File: config.mk
export PLATFORM = sky130hd
export DESIGN_NAME = json_byte_prevalidator
export DESIGN_NICKNAME = d
export VERILOG_FILES = /design/src/rtl/jbp_pkg.sv /design/src/rtl/json_byte_prevalidator.sv /design/src/rtl/jbp_step.sv
export SDC_FILE = /design/constraint.sdc
export NUM_CORES = 1
export LEC_CHECK = 0
export ABC_AREA = 1
export BUFFER_PORTS_ARGS = -buffer_cell sky130_fd_sc_hd__buf_2
export CAP_MARGIN = 30
export CORE_UTILIZATION = 30
export DETAILED_ROUTE_END_ITERATION = 6
export PLACE_DENSITY = 0.46
export SLEW_MARGIN = 20
export SYNTH_ARGS = -nofsm -noshare
export SYNTH_HDL_FRONTEND = slang
export SYNTH_SLANG_ARGS = --single-unit
File: constraint.sdc
create_clock -name clk -period 2.6 [get_ports clk]
set_input_delay 0.52 -clock clk [delete_from_list [all_inputs] [get_ports clk]]
set_output_delay 0.52 -clock clk [all_outputs]
set_load 0.005 [all_outputs]
File: src/rtl/jbp_pkg.sv
// Shared types, constants and helpers for the JSON byte prevalidator.
package jbp_pkg;

  localparam int unsigned BYTE_W  = 8;
  localparam int unsigned DEPTH_W = 4;
  localparam int unsigned SEP_W   = 8;
  localparam int unsigned CP_W    = 21;

  localparam logic [DEPTH_W-1:0] MAX_DEPTH_RESET   = 4'd8;
  localparam logic [SEP_W-1:0]   MAX_MEMBERS_RESET = 8'd128;

  // UTF-8 lead ranges and code point limits
  localparam logic [BYTE_W-1:0] LEAD2_LO = 8'hC2;
  localparam logic [BYTE_W-1:0] LEAD2_HI = 8'hDF;
  localparam logic [BYTE_W-1:0] LEAD3_LO = 8'hE0;
  localparam logic [BYTE_W-1:0] LEAD3_HI = 8'hEF;
  localparam logic [BYTE_W-1:0] LEAD4_LO = 8'hF0;
  localparam logic [BYTE_W-1:0] LEAD4_HI = 8'hF4;
  localparam logic [BYTE_W-1:0] CTRL_LIMIT = 8'h20;

  localparam logic [CP_W-1:0] CP_MIN_3BYTE = 21'h000800;
  localparam logic [CP_W-1:0] CP_MIN_4BYTE = 21'h010000;
  localparam logic [CP_W-1:0] CP_MAX       = 21'h10FFFF;
  localparam logic [CP_W-1:0] CP_SURR_LO   = 21'h00D800;
  localparam logic [CP_W-1:0] CP_SURR_HI   = 21'h00DFFF;

  // fourth zero after \u means \u0000
  localparam logic [2:0] UZC_FAIL = 3'd5;

  localparam logic [BYTE_W-1:0] CH_NUL    = 8'h00;
  localparam logic [BYTE_W-1:0] CH_TAB    = 8'h09;
  localparam logic [BYTE_W-1:0] CH_LF     = 8'h0A;
  localparam logic [BYTE_W-1:0] CH_CR     = 8'h0D;
  localparam logic [BYTE_W-1:0] CH_QUOTE  = 8'h22;
  localparam logic [BYTE_W-1:0] CH_PLUS   = 8'h2B;
  localparam logic [BYTE_W-1:0] CH_COMMA  = 8'h2C;
  localparam logic [BYTE_W-1:0] CH_MINUS  = 8'h2D;
  localparam logic [BYTE_W-1:0] CH_DOT    = 8'h2E;
  localparam logic [BYTE_W-1:0] CH_ZERO   = 8'h30;
  localparam logic [BYTE_W-1:0] CH_NINE   = 8'h39;
  localparam logic [BYTE_W-1:0] CH_COLON  = 8'h3A;
  localparam logic [BYTE_W-1:0] CH_UPPERE = 8'h45;
  localparam logic [BYTE_W-1:0] CH_LBRACK = 8'h5B;
  localparam logic [BYTE_W-1:0] CH_BSLASH = 8'h5C;
  localparam logic [BYTE_W-1:0] CH_RBRACK = 8'h5D;
  localparam logic [BYTE_W-1:0] CH_LOWERE = 8'h65;
  localparam logic [BYTE_W-1:0] CH_LOWERU = 8'h75;
  localparam logic [BYTE_W-1:0] CH_LBRACE = 8'h7B;
  localparam logic [BYTE_W-1:0] CH_RBRACE = 8'h7D;

  typedef enum logic {
    CFG_MAX_DEPTH   = 1'b0,
    CFG_MAX_MEMBERS = 1'b1
  } cfg_idx_t;

  typedef enum logic [1:0] {
    NUM_NONE  = 2'd0,
    NUM_MINUS = 2'd1,
    NUM_ZERO  = 2'd2,
    NUM_INT   = 2'd3
  } num_phase_t;

  typedef struct packed {
    logic               failed;
    logic               in_string;
    logic               escape_pending;
    logic [2:0]         unicode_zero_count;
    logic [1:0]         utf8_remaining;
    logic [1:0]         utf8_length;
    logic [CP_W-1:0]    code_point;
    logic [DEPTH_W-1:0] nesting_depth;
    logic [SEP_W-1:0]   separator_count;
    num_phase_t         number_phase;
  } scan_state_t;

  localparam scan_state_t SCAN_RESET = '{
    failed:             1'b0,
    in_string:          1'b0,
    escape_pending:     1'b0,
    unicode_zero_count: 3'd0,
    utf8_remaining:     2'd0,
    utf8_length:        2'd0,
    code_point:         '0,
    nesting_depth:      '0,
    separator_count:    '0,
    number_phase:       NUM_NONE
  };

  function automatic logic is_digit(input logic [BYTE_W-1:0] c);
    return (c >= CH_ZERO) && (c <= CH_NINE);
  endfunction

  // verdict for a message whose last byte left the scanner in state s
  function automatic logic verdict_ok(input scan_state_t s);
    return !s.failed && !s.in_string && !s.escape_pending &&
           (s.utf8_remaining == 2'd0) && (s.nesting_depth == '0) &&
           (s.number_phase != NUM_MINUS);
  endfunction

endpackage

File: src/rtl/json_byte_prevalidator.sv
// Top level: one byte per transaction in, a verdict per message out, with skid buffering.
// Each verdict is registered into the out or skid register as its last byte is taken.
// One byte per cycle while in_stall is low; scanner state is one register updated by one step.
// in_stall rises only while a second verdict waits behind a stalled one (skid stage full).
// Synchronous active-low reset clears scanner state and output buffer, and sets
// max_depth to 8 and max_members to 128; the scanner state also clears after each last byte.
module json_byte_prevalidator (
  input  logic                        clk,
  input  logic                        rst_n,
  input  logic                        in_valid,
  output logic                        in_stall,
  input  logic [jbp_pkg::BYTE_W-1:0]  in_data_byte,
  input  logic                        in_last_byte,
  output logic                        out_valid,
  input  logic                        out_stall,
  output logic                        out_accepted,
  input  logic                        cfg_valid,
  output logic                        cfg_ready,
  input  logic                        cfg_index,
  input  logic [jbp_pkg::SEP_W-1:0]   cfg_data
);

  jbp_pkg::scan_state_t            state_r, state_nxt, step_nxt;
  logic [jbp_pkg::DEPTH_W-1:0]     max_depth_r, max_depth_nxt;
  logic [jbp_pkg::SEP_W-1:0]       max_members_r, max_members_nxt;
  logic                            out_valid_r, out_valid_nxt;
  logic                            out_acc_r, out_acc_nxt;
  logic                            skid_valid_r, skid_valid_nxt;
  logic                            skid_acc_r, skid_acc_nxt;
  logic                            in_fire, out_pop, res_valid, res_acc;

  jbp_step u_step (
    .cur         (state_r),
    .data_byte   (in_data_byte),
    .max_depth   (max_depth_r),
    .max_members (max_members_r),
    .nxt         (step_nxt)
  );

  assign in_stall     = skid_valid_r;
  assign in_fire      = in_valid && !in_stall;
  assign out_valid    = out_valid_r;
  assign out_accepted = out_acc_r;
  assign out_pop      = out_valid_r && !out_stall;
  assign cfg_ready    = 1'b1;
  assign res_valid    = in_fire && in_last_byte;
  assign res_acc      = jbp_pkg::verdict_ok(step_nxt);

  always_comb begin
    max_depth_nxt   = max_depth_r;
    max_members_nxt = max_members_r;
    if (cfg_valid && cfg_ready) begin
      unique case (jbp_pkg::cfg_idx_t'(cfg_index))
        jbp_pkg::CFG_MAX_DEPTH:   max_depth_nxt   = cfg_data[jbp_pkg::DEPTH_W-1:0];
        jbp_pkg::CFG_MAX_MEMBERS: max_members_nxt = cfg_data;
        default:                  max_depth_nxt   = max_depth_r;
      endcase
    end
  end

  always_comb begin
    state_nxt = state_r;
    if (in_fire) state_nxt = in_last_byte ? jbp_pkg::SCAN_RESET : step_nxt;
  end

  // two-entry output buffer: out register in front, skid register behind
  always_comb begin
    out_valid_nxt  = out_valid_r;
    out_acc_nxt    = out_acc_r;
    skid_valid_nxt = skid_valid_r;
    skid_acc_nxt   = skid_acc_r;
    if (skid_valid_r) begin
      if (out_pop) begin
        out_valid_nxt  = 1'b1;
        out_acc_nxt    = skid_acc_r;
        skid_valid_nxt = 1'b0;
      end
    end else if (out_valid_r && !out_pop) begin
      if (res_valid) begin
        skid_valid_nxt = 1'b1;
        skid_acc_nxt   = res_acc;
      end
    end else begin
      out_valid_nxt = res_valid;
      if (res_valid) out_acc_nxt = res_acc;
    end
  end

  always_ff @(posedge clk) begin
    if (!rst_n) begin
      state_r       <= jbp_pkg::SCAN_RESET;
      max_depth_r   <= jbp_pkg::MAX_DEPTH_RESET;
      max_members_r <= jbp_pkg::MAX_MEMBERS_RESET;
      out_valid_r   <= 1'b0;
      skid_valid_r  <= 1'b0;
    end else begin
      state_r       <= state_nxt;
      max_depth_r   <= max_depth_nxt;
      max_members_r <= max_members_nxt;
      out_valid_r   <= out_valid_nxt;
      skid_valid_r  <= skid_valid_nxt;
    end
  end

  always_ff @(posedge clk) begin
    out_acc_r  <= out_acc_nxt;
    skid_acc_r <= skid_acc_nxt;
  end

`ifndef ASSERT_OFF
  a_skid_behind_out: assert property (@(posedge clk) disable iff (!rst_n)
    skid_valid_r |-> out_valid_r)
    else $error("skid entry held with empty output register");

  a_last_clears_state: assert property (@(posedge clk) disable iff (!rst_n)
    in_fire && in_last_byte |=> state_r == jbp_pkg::SCAN_RESET)
    else $error("scanner state not cleared after last byte");

  a_utf8_count_bound: assert property (@(posedge clk) disable iff (!rst_n)
    !state_r.failed |-> state_r.utf8_remaining <= state_r.utf8_length)
    else $error("more continuation bytes due than sequence length");

  a_uzc_bound: assert property (@(posedge clk) disable iff (!rst_n)
    !state_r.failed |-> state_r.unicode_zero_count < jbp_pkg::UZC_FAIL)
    else $error("escape zero count past limit without failure");
`endif

endmodule

File: src/rtl/jbp_step.sv
// Next-state logic of the byte scanner: one message byte against the current state.
module jbp_step (
  input  jbp_pkg::scan_state_t             cur,
  input  logic [jbp_pkg::BYTE_W-1:0]       data_byte,
  input  logic [jbp_pkg::DEPTH_W-1:0]      max_depth,
  input  logic [jbp_pkg::SEP_W-1:0]        max_members,
  output jbp_pkg::scan_state_t             nxt
);

  logic [jbp_pkg::BYTE_W-1:0] c;
  logic [jbp_pkg::CP_W-1:0]   cp_shift;
  logic [2:0]                 uzc_inc;
  logic                       uzc_stop;
  logic                       num_stop;
  logic                       seq_bad;

  assign c        = data_byte;
  assign cp_shift = {cur.code_point[jbp_pkg::CP_W-7:0], c[5:0]};
  assign uzc_inc  = cur.unicode_zero_count + 3'd1;
  assign seq_bad  = ((cur.utf8_length == 2'd2) && (cp_shift < jbp_pkg::CP_MIN_3BYTE)) ||
                    ((cur.utf8_length == 2'd3) && (cp_shift < jbp_pkg::CP_MIN_4BYTE)) ||
                    (cp_shift > jbp_pkg::CP_MAX) ||
                    ((cp_shift >= jbp_pkg::CP_SURR_LO) && (cp_shift <= jbp_pkg::CP_SURR_HI)) ||
                    !cur.in_string;

  always_comb begin
    nxt      = cur;
    uzc_stop = 1'b0;
    num_stop = 1'b0;
    if (!cur.failed) begin
      if (c == jbp_pkg::CH_NUL) begin
        nxt.failed = 1'b1;
      end else if (cur.utf8_remaining != 2'd0) begin
        // continuation byte
        if (c[7:6] != 2'b10) begin
          nxt.failed = 1'b1;
        end else begin
          nxt.code_point     = cp_shift;
          nxt.utf8_remaining = cur.utf8_remaining - 2'd1;
          if ((cur.utf8_remaining == 2'd1) && seq_bad) nxt.failed = 1'b1;
        end
      end else begin
        if (cur.in_string && (cur.unicode_zero_count != 3'd0)) begin
          if (c == jbp_pkg::CH_ZERO) begin
            nxt.unicode_zero_count = uzc_inc;
            if (uzc_inc >= jbp_pkg::UZC_FAIL) begin
              nxt.failed = 1'b1;
              uzc_stop   = 1'b1;
            end
          end else begin
            nxt.unicode_zero_count = 3'd0;
          end
        end
        if (!uzc_stop) begin
          if (cur.escape_pending) begin
            nxt.escape_pending = 1'b0;
            if (c == jbp_pkg::CH_LOWERU) nxt.unicode_zero_count = 3'd1;
          end else begin
            if (cur.number_phase != jbp_pkg::NUM_NONE) begin
              num_stop = 1'b1;
              if (cur.number_phase == jbp_pkg::NUM_MINUS) begin
                if (!jbp_pkg::is_digit(c)) nxt.failed = 1'b1;
                else if (c == jbp_pkg::CH_ZERO) nxt.number_phase = jbp_pkg::NUM_ZERO;
                else nxt.number_phase = jbp_pkg::NUM_INT;
              end else if (jbp_pkg::is_digit(c)) begin
                if (cur.number_phase == jbp_pkg::NUM_ZERO) nxt.failed = 1'b1;
              end else if ((c == jbp_pkg::CH_DOT) || (c == jbp_pkg::CH_LOWERE) ||
                           (c == jbp_pkg::CH_UPPERE)) begin
                nxt.failed = 1'b1;
              end else begin
                // number ended: fall through and treat the byte normally
                nxt.number_phase = jbp_pkg::NUM_NONE;
                num_stop         = 1'b0;
              end
            end
            if (!num_stop) begin
              if (c[7]) begin
                priority if ((c >= jbp_pkg::LEAD2_LO) && (c <= jbp_pkg::LEAD2_HI)) begin
                  nxt.code_point     = {{(jbp_pkg::CP_W-5){1'b0}}, c[4:0]};
                  nxt.utf8_length    = 2'd1;
                  nxt.utf8_remaining = 2'd1;
                end else if ((c >= jbp_pkg::LEAD3_LO) && (c <= jbp_pkg::LEAD3_HI)) begin
                  nxt.code_point     = {{(jbp_pkg::CP_W-4){1'b0}}, c[3:0]};
                  nxt.utf8_length    = 2'd2;
                  nxt.utf8_remaining = 2'd2;
                end else if ((c >= jbp_pkg::LEAD4_LO) && (c <= jbp_pkg::LEAD4_HI)) begin
                  nxt.code_point     = {{(jbp_pkg::CP_W-3){1'b0}}, c[2:0]};
                  nxt.utf8_length    = 2'd3;
                  nxt.utf8_remaining = 2'd3;
                end else begin
                  nxt.failed = 1'b1;
                end
              end else if (cur.in_string) begin
                priority if (c < jbp_pkg::CTRL_LIMIT) nxt.failed = 1'b1;
                else if (c == jbp_pkg::CH_QUOTE) nxt.in_string = 1'b0;
                else if (c == jbp_pkg::CH_BSLASH) nxt.escape_pending = 1'b1;
                else nxt.in_string = cur.in_string;
              end else begin
                priority if ((c == jbp_pkg::CH_COLON) || (c == jbp_pkg::CH_COMMA)) begin
                  if (cur.separator_count >= max_members) nxt.failed = 1'b1;
                  else nxt.separator_count = cur.separator_count + 8'd1;
                end else if (c == jbp_pkg::CH_QUOTE) begin
                  nxt.in_string = 1'b1;
                end else if ((c == jbp_pkg::CH_LBRACE) || (c == jbp_pkg::CH_LBRACK)) begin
                  if (cur.nesting_depth >= max_depth) nxt.failed = 1'b1;
                  else nxt.nesting_depth = cur.nesting_depth + 4'd1;
                end else if ((c == jbp_pkg::CH_RBRACE) || (c == jbp_pkg::CH_RBRACK)) begin
                  if (cur.nesting_depth == '0) nxt.failed = 1'b1;
                  else nxt.nesting_depth = cur.nesting_depth - 4'd1;
                end else if (c == jbp_pkg::CH_MINUS) begin
                  nxt.number_phase = jbp_pkg::NUM_MINUS;
                end else if (jbp_pkg::is_digit(c)) begin
                  nxt.number_phase = (c == jbp_pkg::CH_ZERO) ? jbp_pkg::NUM_ZERO
                                                              : jbp_pkg::NUM_INT;
                end else if ((c == jbp_pkg::CH_PLUS) || (c == jbp_pkg::CH_DOT) ||
                             ((c < jbp_pkg::CTRL_LIMIT) && (c != jbp_pkg::CH_TAB) &&
                              (c != jbp_pkg::CH_CR) && (c != jbp_pkg::CH_LF))) begin
                  nxt.failed = 1'b1;
                end else begin
                  nxt.failed = cur.failed;
                end
              end
            end
          end
        end
      end
    end
  end

endmodule
# Word level (Yosys, flattened, before mapping)
# Index checks and enable logic that the tools add are counted.
[op_classes]
reduce_logical = 61
n_mux = 118
order_cmp = 17
add_sub_neg = 5
n_eq_ne = 40
bitwise = 2
[ops]
columns = ["operator", "n"]
rows = [
  ["$mux 45", 3],
  ["$mux 25", 4],
  ["$mux 39", 2],
  ["$eq 8x7->1 const B", 8],
  ["$mux 1", 63],
  ["$eq 8x6->1 const B", 7],
  ["$mux 2", 26],
  ["$mux 44", 1],
  ["$mux 14", 3],
  ["$mux 21", 2],
  ["$ge 8x8->1 const B", 3],
  ["$le 8x8->1 const B", 3],
  ["$mux 4", 6],
  ["$ne 8x4->1 const B", 3],
  ["$ge 21x16->1 const B", 1],
  ["$gt 21x21->1 const B", 1],
  ["$le 21x16->1 const B", 1],
  ["$logic_and 1x1->1", 21],
  ["$lt 21x12->1 const B", 1],
  ["$lt 21x17->1 const B", 1],
  ["$ne 2x2->1 const B", 10],
  ["$reduce_and 9->1", 2],
  ["$mux 8", 2],
  ["$mux 3", 5],
  ["other kinds (31)", 64],
]
[totals]
reg_bits = 55
elab_cells = 259
output_inout_bits = 4
input_bits = 23

# Depth between registers and ports, before layout
[depth]
ltp_word = 35
mapped_depth = 23
depth_no_buf = 23

# Hierarchy
# A second synthesis with hierarchy kept.
[unflattened]
cells_unflattened = 779
area_unflattened_um2 = 5136.2
[by_module_without_submodules]
columns = ["mod", "n_inst", "cells_per_inst", "seq_area_each_um2", "area_each_um2"]
rows = [
  ["json_byte_prevalidator", 1, 290, 1241.2, 2598.7],
  ["jbp_step", 1, 489, 0.0, 2537.4],
]

# Worst setup path before layout
# OpenSTA, ideal clock, no wires.
[synth_path]
path_type = "input-to-reg"
startpoint = "input in_data_byte[7] in the netlist's numbering"
endpoint = "register out_acc_r (netlist: out_accepted), data pin"
setup_time_ns = 0.258
setup_slack_ns = 0.474
arrival_ns = 1.868
t_required_ns = 2.342
path_buffers = 0
cell_stages = 18
path_cell_list = "nor2_2 > inv_2 > nor2_4 > nand2_2 > nand3_2 > nand2_4 > nand2_8 > nand2_1 > nand2_1 > nand2_1 > a21boi_0 > nand2_1 > nand2_1 > nand2_1 > nand2_1 > nand2_1 > nand2_1 > a21oi_1"
[synth_via]
elab_chain_cells = 35
word_cells_on_any_way = 148
cone_classes = "order compare: 9; eq/ne: 19; mux: 95; reduce/logical: 25"
[synth_lines]
columns = ["item", "line_no", "rtl"]
rows = [
  ["start, declared", "json_byte_prevalidator.sv:12", "input logic [jbp_pkg::BYTE_W-1:0] in_data_byte,"],
  ["parallel branches: the longest is 25 deep, another holds $ge 8x6->1", "--", ""],
  ["$mux 45 (*)", "jbp_step.sv:30", "if (!cur.failed) begin"],
  ["$logic_not 1->1", "jbp_pkg.sv:95", "return !s.failed && !s.in_string && !s.escape_pending &&"],
  ["$logic_and 1x1->1 (3 in series)", "jbp_pkg.sv:95", ""],
  ["$logic_and 1x1->1", "jbp_pkg.sv:96", "(s.utf8_remaining == 2'd0) && (s.nesting_depth == '0) &&"],
  ["$logic_and 1x1->1 (*)", "jbp_pkg.sv:96", ""],
  ["$mux 1 (*)", "json_byte_prevalidator.sv:85", "if (res_valid) out_acc_nxt = res_acc;"],
  ["$mux 1 (*)", "json_byte_prevalidator.sv:78", "end else if (out_valid_r && !out_pop) begin"],
  ["$mux 1 (*)", "json_byte_prevalidator.sv:72", "if (skid_valid_r) begin"],
  ["named net out_acc_nxt", "json_byte_prevalidator.sv:27", "logic out_acc_r, out_acc_nxt;"],
  ["end signal, assigned", "json_byte_prevalidator.sv:106", "out_acc_r <= out_acc_nxt;"],
  ["end, declared", "json_byte_prevalidator.sv:27", ""],
]
# Mark *: on every way through the listed nets, which the timed path passes. The select of a mux whose other input is x is not followed.
# A chain may end at the register's enable or synchronous reset.

# Worst setup path after layout
[layout_path]
startpoint = "register state_r[39] in the netlist's numbering"
endpoint = "register state_r[24] in the netlist's numbering"
[layout_via]
elab_chain_cells = 10
word_cells_on_any_way = 12
cone_classes = "add/sub: 1; order compare: 1; eq/ne: 1; mux: 6; reduce/logical: 3"
[layout_lines]
columns = ["item", "line_no", "rtl"]
rows = [
  ["start, declared", "json_byte_prevalidator.sv:23", "jbp_pkg::scan_state_t state_r, state_nxt, step_nxt;"],
  ["start signal, assigned", "json_byte_prevalidator.sv:91", "state_r <= jbp_pkg::SCAN_RESET;"],
  ["start signal, assigned", "json_byte_prevalidator.sv:97", "state_r <= state_nxt;"],
  ["$add 3x1->3", "jbp_step.sv:19", "assign uzc_inc = cur.unicode_zero_count + 3'd1;"],
  ["$ge 3x3->1", "jbp_step.sv:46", "if (uzc_inc >= jbp_pkg::UZC_FAIL) begin"],
  ["$mux 1", "jbp_step.sv:46", ""],
  ["$mux 1", "jbp_step.sv:44", "if (c == jbp_pkg::CH_ZERO) begin"],
  ["$mux 1 (*)", "jbp_step.sv:43", "if (cur.in_string && (cur.unicode_zero_count != 3'd0)) begin"],
  ["$mux 1 (*)", "jbp_step.sv:33", "end else if (cur.utf8_remaining != 2'd0) begin"],
  ["$mux 1 (*)", "jbp_step.sv:31", "if (c == jbp_pkg::CH_NUL) begin"],
  ["$mux 1 (*)", "jbp_step.sv:30", ""],
  ["$ne 3x2->1 (no line) (*)", "--", ""],
  ["$reduce_and 9->1 (no line) (*)", "--", ""],
]
# Every way passes the cells marked *; elsewhere a longest branch is shown, timed or not. The select of a mux whose other input is x is not followed.

==> metrics <==
DR iter-0 viols 314; antenna violations before repair 0; GR Util All Layers 18.2%; # clock sinks 55; Fill cells 1374; Util after Layout 36.8%; Max Root-Sink Buffers 2; CP Max Fanout 16; Comb pwr share 18.1%; Cells after Synth 597; largest area contributor in the netlist dfxtp_1; Static Leak 2.08 nW; final setup vio count 0; Synth Warn # 0; sw frac 28.9%; syn nets 639; number of flops mapped to enable cells by yosys 2; Worst Path Required 2.76 ns; DRC violations left 0; FMAX 416 MHz; layout cells sized above 1 16.8%; vias in the first global route 3594; Slew Limit Fails 0; area of the multi-input gates 0.00232 mm^2; std cell rows 40; Vias/cell 4.82; IO Pins 27; Seq/Total Area, Yosys 29.3%; core area 0.0122 mm^2; Setup Skew 0.00648 ns; cell area after layout 0.00449 mm^2; Synth top area share 27.7%; Worst EP arrival 2.56 ns; DRT Wirelength 11400 um; dominant synthesized flop cell dfxtp_1; sequential share of power 43.6%; Starting Density 31.3%; RSZ-0062 raised after global routing no; CP endpoint kind flip-flop; register cell area after layout 0.00113 mm^2; Die X 115 um; synth top area cells dfxtp_1 (28%), nand2_1 (13%), inv_1 (7.6%), nor2_1 (7.1%), a21oi_1 (6.8%); synthesized flop and latch total 55; CTS tree built; die height 115 um; Vias 3926; async set-reset flop share out of synthesis 0%; GRT Residual Overflow 0; clk_lat worst skew 0.30 ns; Antenna Nets Post-Route 0; Final Hold Viols 0; Clock transition at path regs 0.08 ns; die area 0.0132 mm^2; Post-DP Area 0.00431 mm^2; Hold WC Path Type primary input to flip-flop; antenna cells 0; slew margin rel. 65.2%; Netlist cell types 43; nets 688; area delta synth->final 17.4%; Startpoint Class flip-flop; Num CTS Buffers 5; P_int 0.00147 W; synthesized cell area 0.00382 mm^2; root buffer cell clkbuf_16; WL per Instance 14.0 um; first-pass GRT wire length 18400 um; largest net degree at the start of global routing 29; DP HPWL 9080 um; post-layout minimum cycle time 2.40 ns; worst-margin pin slew 0.522 ns; port bufs 25; syn avg cell area 6.41 um^2; GP Congestion 0.898; Max Cap Violations 0; status finished clean; crit share post-route 92.4%; H-tree depth 2; Pre-Repair DR Iteration Count 5; critical path class flip-flop to flip-flop; Clk pwr share 38.3%; Switch Pwr 0.000595 W; Worst IR Drop VDD 0.277 mV; total power per unit cell area 459 mW/mm^2
[critical path, stage by stage, from the launching register on]
cell,delay (ns)
dfxtp_2,0.36
inv_1,0.07
ha_1,0.31
inv_1,0.06
nand3_1,0.10
nand4_2,0.15
nand2_2,0.11
nor2_8,0.15
nand3_2,0.09
nand2_1,0.08
inv_2,0.04
nand2_2,0.05
inv_2,0.05
nor2_8,0.23
inv_4,0.14
a21oi_1,0.17
a211oi_1,0.07
[placed cells by master, fill, tap and decap left out, types with 2 or more instances in the layout]
master	synthesis	layout
edfxtp_1	2	2
o21ai_1	4	4
nand3_2	2	2
or2_2	2	2
o21ai_0	35	34
nand4_1	18	18
inv_2	11	13
a21oi_1	52	52
a31oi_1	2	2
buf_2	1	25
o31ai_1	2	2
inv_1	77	75
nand4_2	2	2
nor2_8	2	2
a211oi_1	2	2
nor2_4	2	3
nand3_1	43	43
ha_1	19	19
nor3_2	2	2
xor2_1	5	5
dfxtp_2	0	4
nor4_1	2	2
o211ai_1	5	5
clkinv_1	2	2
nand3b_1	2	2
nand2_1	136	134
nor2_1	72	72
dfxtp_1	53	49
nand2_2	8	10
buf_4	1	27
clkbuf_16	0	5
nor2_2	6	5
nor3_1	8	8
[stage by stage]
| stage | instances | setup TNS [ns] | setup WS (ns) | hold slack, ns | total power [W] |
|---|---|---|---|---|---|
| final | 815 | 0 | 0.198 | 0.445 | 0.00206 |
| after global placement | 807 | -0.373 | -0.0981 | 0.449 | 0.00129 |
| after floorplan | 597 | 0 | 0.474 | 0.433 | 0.00115 |
| after global routing | 815 | 0 | 0.00274 | 0.445 | 0.00218 |
| after CTS | 815 | 0 | 0.0655 | 0.443 | 0.00209 |
| after detailed placement | 807 | -0.198 | -0.0603 | 0.447 | 0.00129 |
[flip-flops by register name (all words and copies together) (netlist names)]
name           count
out_valid          1
skid_acc_r         1
max_members_r      8
state_r           39
max_depth_r        4
in_stall           1
out_accepted       1
[final cells by class]
class / count / share of cell area, %
multi-input combinational: 441 / 51.6
clock inverter: 2 / 0.864
clock buffer: 6 / 2.87
tap: 168 / 4.68
inverter: 91 / 7.66
timing repair buffer: 52 / 7.30
sequential: 55 / 25.1
[what timing repair did]
item | CTS | global route
buffers inserted | 0 | 0
resized for setup | 0 | 11
hold buffers | 0 | 0
endpoints found under the setup margin | 0 | 18
[synth_stat cells, drive strengths merged (2+ instances only)]
cell type,instances
buf,5
o31ai,2
nand4,20
o21ai,39
nand2,146
nor2,82
a31oi,2
a21oi,52
edfxtp,2
clkbuf,5
nand3,45
or2,2
o211ai,5
clkinv,2
dfxtp,53
inv,89
nand3b,2
nor3,10
ha,19
a211oi,2
nor4,2
xor2,5
[power groups by stage]
stage / combinational [W] / sequential (W) / clock [W]
final: 0.000374 / 0.000899 / 0.000790
after global routing: 0.000424 / 0.000903 / 0.000849
after CTS: 0.000370 / 0.000899 / 0.000822
after detailed placement: 0.000369 / 0.000919 / 0
after global placement: 0.000369 / 0.000918 / 0
after floorplan: 0.000241 / 0.000914 / 0
[per-layer routing]
| metal | vias up | part of all wire (%) | global-route usage [%] |
|---|---|---|---|
| li1 | 2048 | - | - |
| met1 | 1782 | 50 | 25.2 |
| met2 | 89 | 44 | 29.4 |
| met3 | 7 | 4.4 | 2.95 |
| met4 | 0 | 1.3 | 4.50 |
| met5 | - | 0 | 0 |
[path summary, 6_finish.rpt]
check / start / end / slack (ns) / cells after the start
hold / removal: cfg_data[7] / max_members_r[7] / 0.44 / 3
setup reg to reg: state_r[39] / state_r[24] / 0.20 / 16
setup / recovery: state_r[39] / state_r[24] / 0.20 / 16
hold reg to reg: max_members_r[4] / max_members_r[4] / 0.46 / 2
[logic make-up (layout without fill, tap and decap cells)]
kind of cell               Yosys count  count (layout)  share of synthesized area [%]
buffers and inverters              101             151                           10.5
other                                1               1                         0.0980
AOI/OAI and AO/OA                  106             106                           15.0
xor gates and xnor gates             6               6                           1.37
adders and majority gates           19              19                           6.22
and+or+nand+nor                    309             309                           37.5
DFF                                 55              55                           29.3
Power figures use the tool's default switching activity.
